### src/rtl/core/i2c_mbe_pkg.sv
package i2c_mbe_pkg;

	// configuration register width and index codes
	localparam int HALF_W    = 16;
	localparam int TMO_W     = 8;
	localparam int CFG_IDX_W = 2;
	localparam int CFG_W     = 16;

	localparam logic [CFG_IDX_W-1:0] REG_HALF_PHASE  = 2'd0;
	localparam logic [CFG_IDX_W-1:0] REG_ACK_TIMEOUT = 2'd1;

	// command codes
	localparam logic [2:0] ACT_START = 3'd0;
	localparam logic [2:0] ACT_STOP  = 3'd1;
	localparam logic [2:0] ACT_WRITE = 3'd2;
	localparam logic [2:0] ACT_WAIT  = 3'd3;
	localparam logic [2:0] ACT_READ  = 3'd4;

	localparam logic [3:0] BITS_PER_BYTE = 4'd8;

	// sequencer steps
	typedef enum logic [4:0] {
		ST_IDLE      = 5'd0,
		ST_START_B   = 5'd1,
		ST_START_C   = 5'd2,
		ST_STOP_B    = 5'd3,
		ST_STOP_C    = 5'd4,
		ST_WR_DATA   = 5'd5,
		ST_WR_HIGH   = 5'd6,
		ST_WR_LOW    = 5'd7,
		ST_WR_REL    = 5'd8,
		ST_ACK_HIGH  = 5'd9,
		ST_ACK_POLL  = 5'd10,
		ST_RD_SAMPLE = 5'd11,
		ST_RD_HIGH   = 5'd12,
		ST_K_DRIVE   = 5'd13,
		ST_K_HIGH    = 5'd14,
		ST_K_LOW     = 5'd15,
		ST_K_REL     = 5'd16,
		ST_FIN       = 5'd17
	} step_t;

	// one tick item as taken from the input channel
	typedef struct packed {
		logic       cmd_valid;
		logic [2:0] action;
		logic [7:0] wr_data;
		logic       send_ack;
		logic       sda_in;
	} tick_t;

	// one result item
	typedef struct packed {
		logic       scl_out;
		logic       sda_out;
		logic       busy_res;
		logic       done_res;
		logic [7:0] rd_data;
		logic       ack_missing;
	} res_t;

endpackage

### src/rtl/core/i2c_master_bit_engine_unit.sv
// I2C master bit sequencer, one clock tick of the bus timing per transaction.
// Input channel s_*: each transaction is one tick, carrying the sampled SDA
// level and an optional command (start, stop, write byte, wait ack, read
// byte). A command is taken only while the sequencer is idle; otherwise it
// is ignored. Output channel m_*: exactly one result per input tick, giving
// the SCL and SDA levels after the tick, busy, a done pulse, the last read
// byte and the missing-ack flag.
// Config channel cfg_*: index 0 half phase ticks, index 1 ack timeout; other
// indexes are ignored. cfg_ready is always high. Write only while idle.
// Path: a taken tick passes the input register, then the result register.
// Throughput: one tick per cycle while m_tready does not stall, set by the single
// pass of the sequencer next-state logic between those two registers.
// A stalled m_tready holds the result and, once the input register is also
// full, drops s_tready; nothing is lost or repeated.
// Reset: both lines released, sequencer idle, half phase 10, ack timeout 250.
module i2c_master_bit_engine_unit
	import i2c_mbe_pkg::*;
#(
	parameter int TIMER_WIDTH = 16
) (
	input  logic                 clk,
	input  logic                 arst_n,
	input  logic                 s_tvalid,
	output logic                 s_tready,
	input  logic [15:0]          s_tdata,   // wr_data[7:0], send_ack, sda_in
	input  logic [3:0]           s_tuser,   // cmd_valid, action[2:0]
	output logic                 m_tvalid,
	input  logic                 m_tready,
	output logic [15:0]          m_tdata,   // scl_out, sda_out, busy_res, done_res,
	                                        // rd_data[7:0], ack_missing
	input  logic                 cfg_valid,
	output logic                 cfg_ready,
	input  logic [CFG_IDX_W-1:0] cfg_index,
	input  logic [CFG_W-1:0]     cfg_data
);

	logic              valid_s1;
	tick_t             tick_s1;
	logic              out_valid_q;
	res_t              out_q;
	res_t              res;
	logic              advance;
	logic [HALF_W-1:0] half_phase_q;
	logic [TMO_W-1:0]  ack_timeout_q;

	assign advance   = valid_s1 && (!out_valid_q || m_tready);
	assign s_tready  = !valid_s1 || advance;
	assign cfg_ready = 1'b1;

	// configuration registers
	always_ff @(posedge clk or negedge arst_n) begin
		if (!arst_n) begin
			half_phase_q  <= 16'd10;
			ack_timeout_q <= 8'd250;
		end else if (cfg_valid) begin
			case (cfg_index)
				REG_HALF_PHASE:  half_phase_q  <= cfg_data[HALF_W-1:0];
				REG_ACK_TIMEOUT: ack_timeout_q <= cfg_data[TMO_W-1:0];
				default: ;
			endcase
		end
	end

	// input register
	always_ff @(posedge clk or negedge arst_n) begin
		if (!arst_n) begin
			valid_s1 <= 1'b0;
		end else if (s_tvalid && s_tready) begin
			valid_s1 <= 1'b1;
		end else if (advance) begin
			valid_s1 <= 1'b0;
		end
	end

	always_ff @(posedge clk) begin
		if (s_tvalid && s_tready) begin
			tick_s1.cmd_valid <= s_tuser[0];
			tick_s1.action    <= s_tuser[3:1];
			tick_s1.wr_data   <= s_tdata[7:0];
			tick_s1.send_ack  <= s_tdata[8];
			tick_s1.sda_in    <= s_tdata[9];
		end
	end

	i2c_mbe_seq #(
		.TIMER_WIDTH (TIMER_WIDTH)
	) u_seq (
		.clk         (clk),
		.arst_n      (arst_n),
		.step_en     (advance),
		.tick        (tick_s1),
		.half_phase  (half_phase_q),
		.ack_timeout (ack_timeout_q),
		.res         (res)
	);

	// result register
	always_ff @(posedge clk or negedge arst_n) begin
		if (!arst_n) begin
			out_valid_q <= 1'b0;
		end else if (advance) begin
			out_valid_q <= 1'b1;
		end else if (m_tready) begin
			out_valid_q <= 1'b0;
		end
	end

	always_ff @(posedge clk) begin
		if (advance) begin
			out_q <= res;
		end
	end

	assign m_tvalid = out_valid_q;
	assign m_tdata  = {3'b000, out_q.ack_missing, out_q.rd_data, out_q.done_res,
		out_q.busy_res, out_q.sda_out, out_q.scl_out};

endmodule

### src/rtl/core/i2c_mbe_seq.sv
module i2c_mbe_seq
	import i2c_mbe_pkg::*;
#(
	parameter int TIMER_WIDTH = 16
) (
	input  logic              clk,
	input  logic              arst_n,
	input  logic              step_en,
	input  tick_t             tick,
	input  logic [HALF_W-1:0] half_phase,
	input  logic [TMO_W-1:0]  ack_timeout,
	output res_t              res
);

	step_t                  step_q, step_d;
	logic [TIMER_WIDTH-1:0] phase_q, phase_d, phase_load;
	logic [3:0]             bit_q, bit_d, bit_inc;
	logic [7:0]             shift_q, shift_d, shift_rd;
	logic [7:0]             poll_q, poll_d;
	logic                   scl_q, scl_d, sda_q, sda_d;
	logic                   miss_q, miss_d, ackc_q, ackc_d;
	logic [7:0]             rdb_q, rdb_d;
	logic                   done;
	logic                   idle_go, run_op, hold;

	// hold length, saturated to what the timer holds
	generate
		if (TIMER_WIDTH > HALF_W) begin : g_wide
			assign phase_load = {{(TIMER_WIDTH-HALF_W){1'b0}}, half_phase};
		end else if (TIMER_WIDTH == HALF_W) begin : g_same
			assign phase_load = half_phase;
		end else begin : g_sat
			assign phase_load = (|half_phase[HALF_W-1:TIMER_WIDTH]) ? '1
				: half_phase[TIMER_WIDTH-1:0];
		end
	endgenerate

	assign idle_go  = (step_q == ST_IDLE) && tick.cmd_valid;
	assign hold     = (step_q != ST_IDLE) && (phase_q != '0);
	assign run_op   = (step_q != ST_IDLE) && (phase_q == '0);
	assign bit_inc  = bit_q + 4'd1;
	assign shift_rd = {shift_q[6:0], tick.sda_in};

	// next step
	always_comb begin
		step_d = step_q;
		if (idle_go) begin
			case (tick.action)
				ACT_START: step_d = ST_START_B;
				ACT_STOP:  step_d = ST_STOP_B;
				ACT_WRITE: step_d = ST_WR_HIGH;
				ACT_WAIT:  step_d = ST_ACK_HIGH;
				ACT_READ:  step_d = ST_RD_SAMPLE;
				default:   step_d = ST_IDLE;
			endcase
		end else if (run_op) begin
			case (step_q)
				ST_START_B:   step_d = ST_START_C;
				ST_START_C:   step_d = ST_FIN;
				ST_STOP_B:    step_d = ST_STOP_C;
				ST_STOP_C:    step_d = ST_FIN;
				ST_WR_DATA:   step_d = ST_WR_HIGH;
				ST_WR_HIGH:   step_d = ST_WR_LOW;
				ST_WR_LOW:    step_d = (bit_inc < BITS_PER_BYTE) ? ST_WR_DATA : ST_WR_REL;
				ST_WR_REL:    step_d = ST_FIN;
				ST_ACK_HIGH:  step_d = ST_ACK_POLL;
				ST_ACK_POLL: begin
					if (!tick.sda_in) begin
						step_d = ST_FIN;
					end else if (poll_q >= ack_timeout) begin
						step_d = ST_STOP_B;
					end
				end
				ST_RD_SAMPLE: step_d = (bit_inc < BITS_PER_BYTE) ? ST_RD_HIGH : ST_K_DRIVE;
				ST_RD_HIGH:   step_d = ST_RD_SAMPLE;
				ST_K_DRIVE:   step_d = ST_K_HIGH;
				ST_K_HIGH:    step_d = ST_K_LOW;
				ST_K_LOW:     step_d = ackc_q ? ST_K_REL : ST_FIN;
				ST_K_REL:     step_d = ST_FIN;
				default:      step_d = ST_IDLE;
			endcase
		end
	end

	// pin levels, timer, shifter and flags
	always_comb begin
		phase_d = phase_q;
		bit_d   = bit_q;
		shift_d = shift_q;
		poll_d  = poll_q;
		scl_d   = scl_q;
		sda_d   = sda_q;
		miss_d  = miss_q;
		ackc_d  = ackc_q;
		rdb_d   = rdb_q;
		done    = 1'b0;
		if (idle_go) begin
			case (tick.action)
				ACT_START: begin
					sda_d = 1'b1; scl_d = 1'b1; phase_d = phase_load;
				end
				ACT_STOP: begin
					sda_d = 1'b0; phase_d = phase_load;
				end
				ACT_WRITE: begin
					bit_d   = 4'd0;
					sda_d   = tick.wr_data[7];
					shift_d = {tick.wr_data[6:0], 1'b0};
					phase_d = phase_load;
				end
				ACT_WAIT: begin
					miss_d = 1'b0; sda_d = 1'b1; phase_d = phase_load;
				end
				ACT_READ: begin
					ackc_d  = tick.send_ack;
					shift_d = 8'd0;
					bit_d   = 4'd0;
					sda_d   = 1'b1;
					scl_d   = 1'b1;
					phase_d = phase_load;
				end
				default: ;
			endcase
		end else if (hold) begin
			phase_d = phase_q - {{(TIMER_WIDTH-1){1'b0}}, 1'b1};
		end else if (run_op) begin
			case (step_q)
				ST_START_B: begin sda_d = 1'b0; phase_d = phase_load; end
				ST_START_C: begin scl_d = 1'b0; phase_d = phase_load; end
				ST_STOP_B:  begin scl_d = 1'b1; phase_d = phase_load; end
				ST_STOP_C:  begin sda_d = 1'b1; phase_d = phase_load; end
				ST_WR_DATA: begin
					sda_d   = shift_q[7];
					shift_d = {shift_q[6:0], 1'b0};
					phase_d = phase_load;
				end
				ST_WR_HIGH: begin scl_d = 1'b1; phase_d = phase_load; end
				ST_WR_LOW: begin
					scl_d = 1'b0; phase_d = phase_load; bit_d = bit_inc;
				end
				ST_WR_REL: begin sda_d = 1'b1; phase_d = phase_load; end
				ST_ACK_HIGH: begin
					scl_d = 1'b1; phase_d = phase_load; poll_d = 8'd0;
				end
				ST_ACK_POLL: begin
					if (!tick.sda_in) begin
						scl_d = 1'b0; phase_d = phase_load;
					end else if (poll_q >= ack_timeout) begin
						miss_d = 1'b1; sda_d = 1'b0; phase_d = phase_load;
					end else begin
						poll_d = poll_q + 8'd1;
					end
				end
				ST_RD_SAMPLE: begin
					shift_d = shift_rd;
					scl_d   = 1'b0;
					phase_d = phase_load;
					bit_d   = bit_inc;
					if (!(bit_inc < BITS_PER_BYTE)) begin
						rdb_d = shift_rd;
					end
				end
				ST_RD_HIGH: begin scl_d = 1'b1; phase_d = phase_load; end
				ST_K_DRIVE: begin sda_d = ~ackc_q; phase_d = phase_load; end
				ST_K_HIGH:  begin scl_d = 1'b1; phase_d = phase_load; end
				ST_K_LOW:   begin scl_d = 1'b0; phase_d = phase_load; end
				ST_K_REL:   begin sda_d = 1'b1; phase_d = phase_load; end
				ST_FIN:     done = 1'b1;
				default: ;
			endcase
		end
	end

	// sequencer state, advanced once per tick
	always_ff @(posedge clk or negedge arst_n) begin
		if (!arst_n) begin
			step_q  <= ST_IDLE;
			phase_q <= '0;
			bit_q   <= 4'd0;
			shift_q <= 8'd0;
			poll_q  <= 8'd0;
			scl_q   <= 1'b1;
			sda_q   <= 1'b1;
			miss_q  <= 1'b0;
			ackc_q  <= 1'b0;
			rdb_q   <= 8'd0;
		end else if (step_en) begin
			step_q  <= step_d;
			phase_q <= phase_d;
			bit_q   <= bit_d;
			shift_q <= shift_d;
			poll_q  <= poll_d;
			scl_q   <= scl_d;
			sda_q   <= sda_d;
			miss_q  <= miss_d;
			ackc_q  <= ackc_d;
			rdb_q   <= rdb_d;
		end
	end

	// result of this tick, levels after the tick
	assign res.scl_out     = scl_d;
	assign res.sda_out     = sda_d;
	assign res.busy_res    = (step_d != ST_IDLE);
	assign res.done_res    = done;
	assign res.rd_data     = rdb_d;
	assign res.ack_missing = miss_d;

	// finishing tick always returns to idle
	a_done_idle: assert property (@(posedge clk) disable iff (!arst_n)
		step_en && done |=> step_q == ST_IDLE)
		else $error("done without return to idle");

	// no step change while a hold is counting down
	a_hold_stable: assert property (@(posedge clk) disable iff (!arst_n)
		step_en && hold |=> step_q == $past(step_q))
		else $error("step moved during hold");

	// bit counter never passes one byte
	a_bit_range: assert property (@(posedge clk) disable iff (!arst_n)
		bit_q <= BITS_PER_BYTE)
		else $error("bit counter out of range");

	// missing ack is only raised by the polling step
	a_miss_src: assert property (@(posedge clk) disable iff (!arst_n)
		$rose(miss_q) |-> $past(step_q) == ST_ACK_POLL)
		else $error("ack missing set outside polling");

endmodule

### config.mk
export PLATFORM = sky130hd
export DESIGN_NAME = i2c_master_bit_engine_unit
export DESIGN_NICKNAME = d
export VERILOG_FILES = /design/src/rtl/core/i2c_mbe_pkg.sv /design/src/rtl/core/i2c_master_bit_engine_unit.sv /design/src/rtl/core/i2c_mbe_seq.sv
export SDC_FILE = /design/constraint.sdc
export NUM_CORES = 1
export LEC_CHECK = 0
export BUFFER_PORTS_ARGS = -buffer_cell sky130_fd_sc_hd__buf_2
export CAP_MARGIN = 40
export CORE_MARGIN = 5
export CORE_UTILIZATION = 64
export CTS_CLUSTER_SIZE = 16
export DETAILED_ROUTE_END_ITERATION = 8
export HOLD_SLACK_MARGIN = 0.15
export PLACE_DENSITY_LB_ADDON = 0.08
export SETUP_SLACK_MARGIN = 0.1
export SYNTH_ARGS = -nofsm -noshare
export SYNTH_HDL_FRONTEND = slang
export SYNTH_HIERARCHICAL = 1
export SYNTH_SLANG_ARGS = --single-unit
### constraint.sdc
create_clock -name clk -period 7.85 [get_ports clk]
set_input_delay 1.57 -clock clk [delete_from_list [all_inputs] [get_ports clk]]
set_output_delay 1.57 -clock clk [all_outputs]
set_load 0.05 [all_outputs]
==> results summary <==
The post-detailed-route count of antenna-violating nets is 0. The max-slew violation count is 0. The largest single stage delay on the critical path is 820 ps. In this run the worst hold path is classified as reg -> reg. Along the worst path, the maximum fanout reaches 25. The netlist uses 79 different library cells. For the worst-skew pair, the clock arrives at the later sink with an insertion delay of between 300 and 400 ps.

CTS saw 106 sinks. The hold violation count in the final report is 0. The number of design rule violations left after detail routing is 0.

The floorplan die area is 11,210 um2. The area growth from synthesis to layout is 8.461%. The fraction of layout instances using a drive strength above 1 came out at approximately a quarter. The final estimated routing congestion in global placement is ~0.9. The count of inserted antenna diode cells is 0. The number of global-route vias before repair came to roughly 4,400. Post-CTS repair changed the size of 0 cells. The area of the core is 9109 um2. In the layout the commonest cells are sky130_fd_sc_hd__dfrtp_1 (69), sky130_fd_sc_hd__buf_2 (50), sky130_fd_sc_hd__mux2_2 (42). The arrival time at the worst endpoint is 4350 ps.

The initial utilization of the core area, before any placement, comes to 64.62%. The clock-pin transition on the worst setup and hold timing paths came out at roughly 120 ps. In this design, the largest share of critical-path delay is due to simple AND/OR/NAND/NOR gates. The count of TritonRoute iterations in the first routing pass came out at 5. The worst path buffer plus inverter count came out at 3. The maximum vdd ir drop came out at 0.1669 mV. The worst register-to-register path has a depth of 7.

The overall overflow remaining after global route is 0. The y dimension of the die is 105.9 um. Yosys mapped a number of flops with a built-in enable equal to 27. The clock buffer count from CTS is 9. The clock tree synthesis step divided the H-tree into 3 levels. For the finished layout, the period the worst path requires is between 4000 and 5000 ps. Counting buffers and inverters, the worst setup path is 9 cells deep. The initial antenna violation count is 0.

The buffer count from post-CTS setup fixing is 0. The number of nets in the final layout came out at 662. Setup repair after global routing left no endpoint under its margin.

The power per standard cell area is 251.7 nW/um2. Leaving out fill and tap cells, the most frequent cell in the layout is sky130_fd_sc_hd__dfrtp_1. The primary flip-flop cell chosen by synthesis mapping is sky130_fd_sc_hd__dfrtp_1. The TritonCTS clock tree is done. The share of the yosys chip area belonging to registers is 47.58%.

Data on the critical path is required at its endpoint by approximately 8100 ps. After synthesis, the cell types taking the most area are sky130_fd_sc_hd__dfrtp_1 (29%), sky130_fd_sc_hd__edfxtp_1 (14%), sky130_fd_sc_hd__mux2_2 (8.0%), sky130_fd_sc_hd__dfstp_2 (4.5%), sky130_fd_sc_hd__o21ai_0 (3.1%). The port buffer count came out at 51. The worst setup path is launched from an input port. The final setup violation count is 0. In this run the clock root is driven by a sky130_fd_sc_hd__clkbuf_8. The cell count of the worst hold path is 1. The slew at the pin with the worst max-slew slack is 1007 ps. The cell area after technology mapping is between 5000 and 6000 um2. The maximum root-to-sink buffer count came out at 2. The critical path goes through buf_2 -> nand2b_1 -> and2_1 -> buf_4 -> nor4b_1 -> a41oi_1 -> buf_4 -> nand2_1 -> o21ai_0.

The run finished with clean final reports. The share of flip-flops with an asynchronous set or reset came out at 74.53%. The setup check on the worst reg-to-reg path leaves a slack of 4150 ps. The post-route total power is 1.607 mW.

The largest net degree at the start of global routing is 46. The wire-length estimate of the detail-placed layout is around 9400 um. The final routed wire length divided by cell count came out at around 18 um. The total of hold buffers inserted after clock tree synthesis came out at 0.

The worst setup path is of the in -> reg kind. The via total after detailed routing is 4,652. The global-route wire length before repair is 22,090 um. The post-synthesis register bit count came out at 106. The analysis attributes to cell leakage a power of around 2.7 nW. The number of top-level pins came out at 62. The cell count after synthesis came out at approximately 580. The cell with the largest stage delay on the worst path is sky130_fd_sc_hd__nor4b_1. The final routed wirelength across all metal layers is 13,330 um. The post-detailed-route via-to-cell ratio came out at 6.425. The worst setup path is captured at a flop. The total of warnings raised by yosys came out at 6.

The peak clock frequency supported by timing came out at 245.8 MHz. The aggregate global-route resource usage is around 24%. The accumulated negative setup slack came out at 0 ps. The cell that appears most often on the critical path is sky130_fd_sc_hd__buf_4. Between clock sinks in the finished design, the worst skew comes to between 10 and 15 ps. The average footprint of a synthesized cell came out at 10.22 um2. The final critical path takes up roughly half of the cycle. After floorplanning, the core was divided into 35 placement rows.

The synthesized design spends more area on one cell type than any other, namely sky130_fd_sc_hd__dfrtp_1. The floorplan step set the die width to ~110 um. The number of violations reported at the end of detailed-routing iteration 0 came out at between 300 and 400. The worst max-slew margin expressed relative to the limit is between 30% and 40%.

The number of maximum-capacitance constraint violations came out at 0. The top cell type's share of synthesized area came out at 29.34%.
==> path summary, 6_finish.rpt <==
kind                                             startpoint                      endpoint
worst min-delay path                   tick_s1[1]$_DFFE_PP_      u_seq/ackc_q$_DFFE_PN0P_
min in group asynchronous                            arst_n  u_seq/shift_q[4]$_DFFE_PN0P_
worst min register to register         tick_s1[1]$_DFFE_PP_      u_seq/ackc_q$_DFFE_PN0P_
max in group asynchronous                            arst_n  ack_timeout_q[6]$_DFFE_PN1P_
worst max register to register  u_seq/step_q[1]$_DFFE_PN0P_  u_seq/shift_q[3]$_DFFE_PN0P_
worst max-delay path                               m_tready  u_seq/shift_q[3]$_DFFE_PN0P_
==> Yosys cell counts (all sizes together), types with 3 or more instances <==
library cell / n
nor4: 4
nor2: 37
clkbuf: 23
nand2: 42
nand2b: 9
ha: 11
o31ai: 3
o22ai: 3
o211ai: 10
xor2: 4
mux2: 43
inv: 24
and3: 19
buf: 16
nor4b: 3
o21ai: 37
nand3b: 5
o21a: 3
mux2i: 7
or3: 6
a21boi: 3
dfstp: 10
o2bb2ai: 5
edfxtp: 27
xnor2: 3
nor3b: 3
a211oi: 5
a31oi: 13
nor3: 13
or2: 7
nor2b: 3
o2111ai: 4
nand3: 18
a21oi: 29
a221oi: 3
dfrtp: 69
and2: 5
a21o: 4
o221a: 3
nand4: 5
==> flip-flops by register name, summed over array words and instances, names as in the netlist <==
name	flops
half_phase_q	16
u_seq/phase_q	16
tick_s1	14
m_tdata	13
ack_timeout_q	8
u_seq/poll_q	8
u_seq/rdb_q	8
u_seq/shift_q	8
u_seq/step_q	5
u_seq/bit_q	4
m_tvalid	1
u_seq/ackc_q	1
u_seq/miss_q	1
u_seq/scl_q	1
u_seq/sda_q	1
valid_s1	1
==> where the power goes <==
part / switching (mW) / internal [mW]
Sequential: 0.130 / 0.659
Combinational: 0.275 / 0.198
Clock: 0.215 / 0.130
==> per-layer routing <==
layer,track usage [%],part of all wire [%]
met1,36.14,46
met2,37.48,46
met3,4.857,7.1
met4,5.088,0.98
met5,0,0
==> final cells by class <==
| class | instances | area [um2] |
|---|---|---|
| clock buffers | 9 | 123.9 |
| clock inverters | 7 | 86.33 |
| fillers | 717 | 2725 |
| inverters | 24 | 90.09 |
| multi-input cells | 409 | 2810 |
| flip-flops and latches | 106 | 2800 |
| well taps | 111 | 138.9 |
| repair buffers | 58 | 334.1 |
==> stage by stage <==
stage	hold WS (ps)	util [%]	instance area (um2)	instances	setup WS [ps]
final	496.5	70.08	6384	724	3781
after global routing	506.4	70.08	6384	724	3482
after CTS	496.9	70.08	6384	724	3804
after detailed placement	469.1	67.77	6173	708	3390
after global placement	460.4	67.27	6127	705	3361
after floorplan	445.2	-	5893	578	4227
==> cell families (layout without fill, tap and decap cells) <==
kind of cell / count (synthesis) / after routing / share of synthesized area (%)
other: 2 / 4 / 0.1276
multiplexers: 50 / 50 / 9.417
AND/OR/NAND/NOR: 184 / 184 / 17.05
AO/OA/AOI/OAI: 152 / 152 / 17.47
adder cells (fa/ha/maj): 12 / 12 / 2.508
XOR/XNOR: 7 / 7 / 1.042
buffers and inverters: 63 / 98 / 4.804
flip-flops: 106 / 106 / 47.58
No activity file was read; power rests on OpenSTA's default activity.
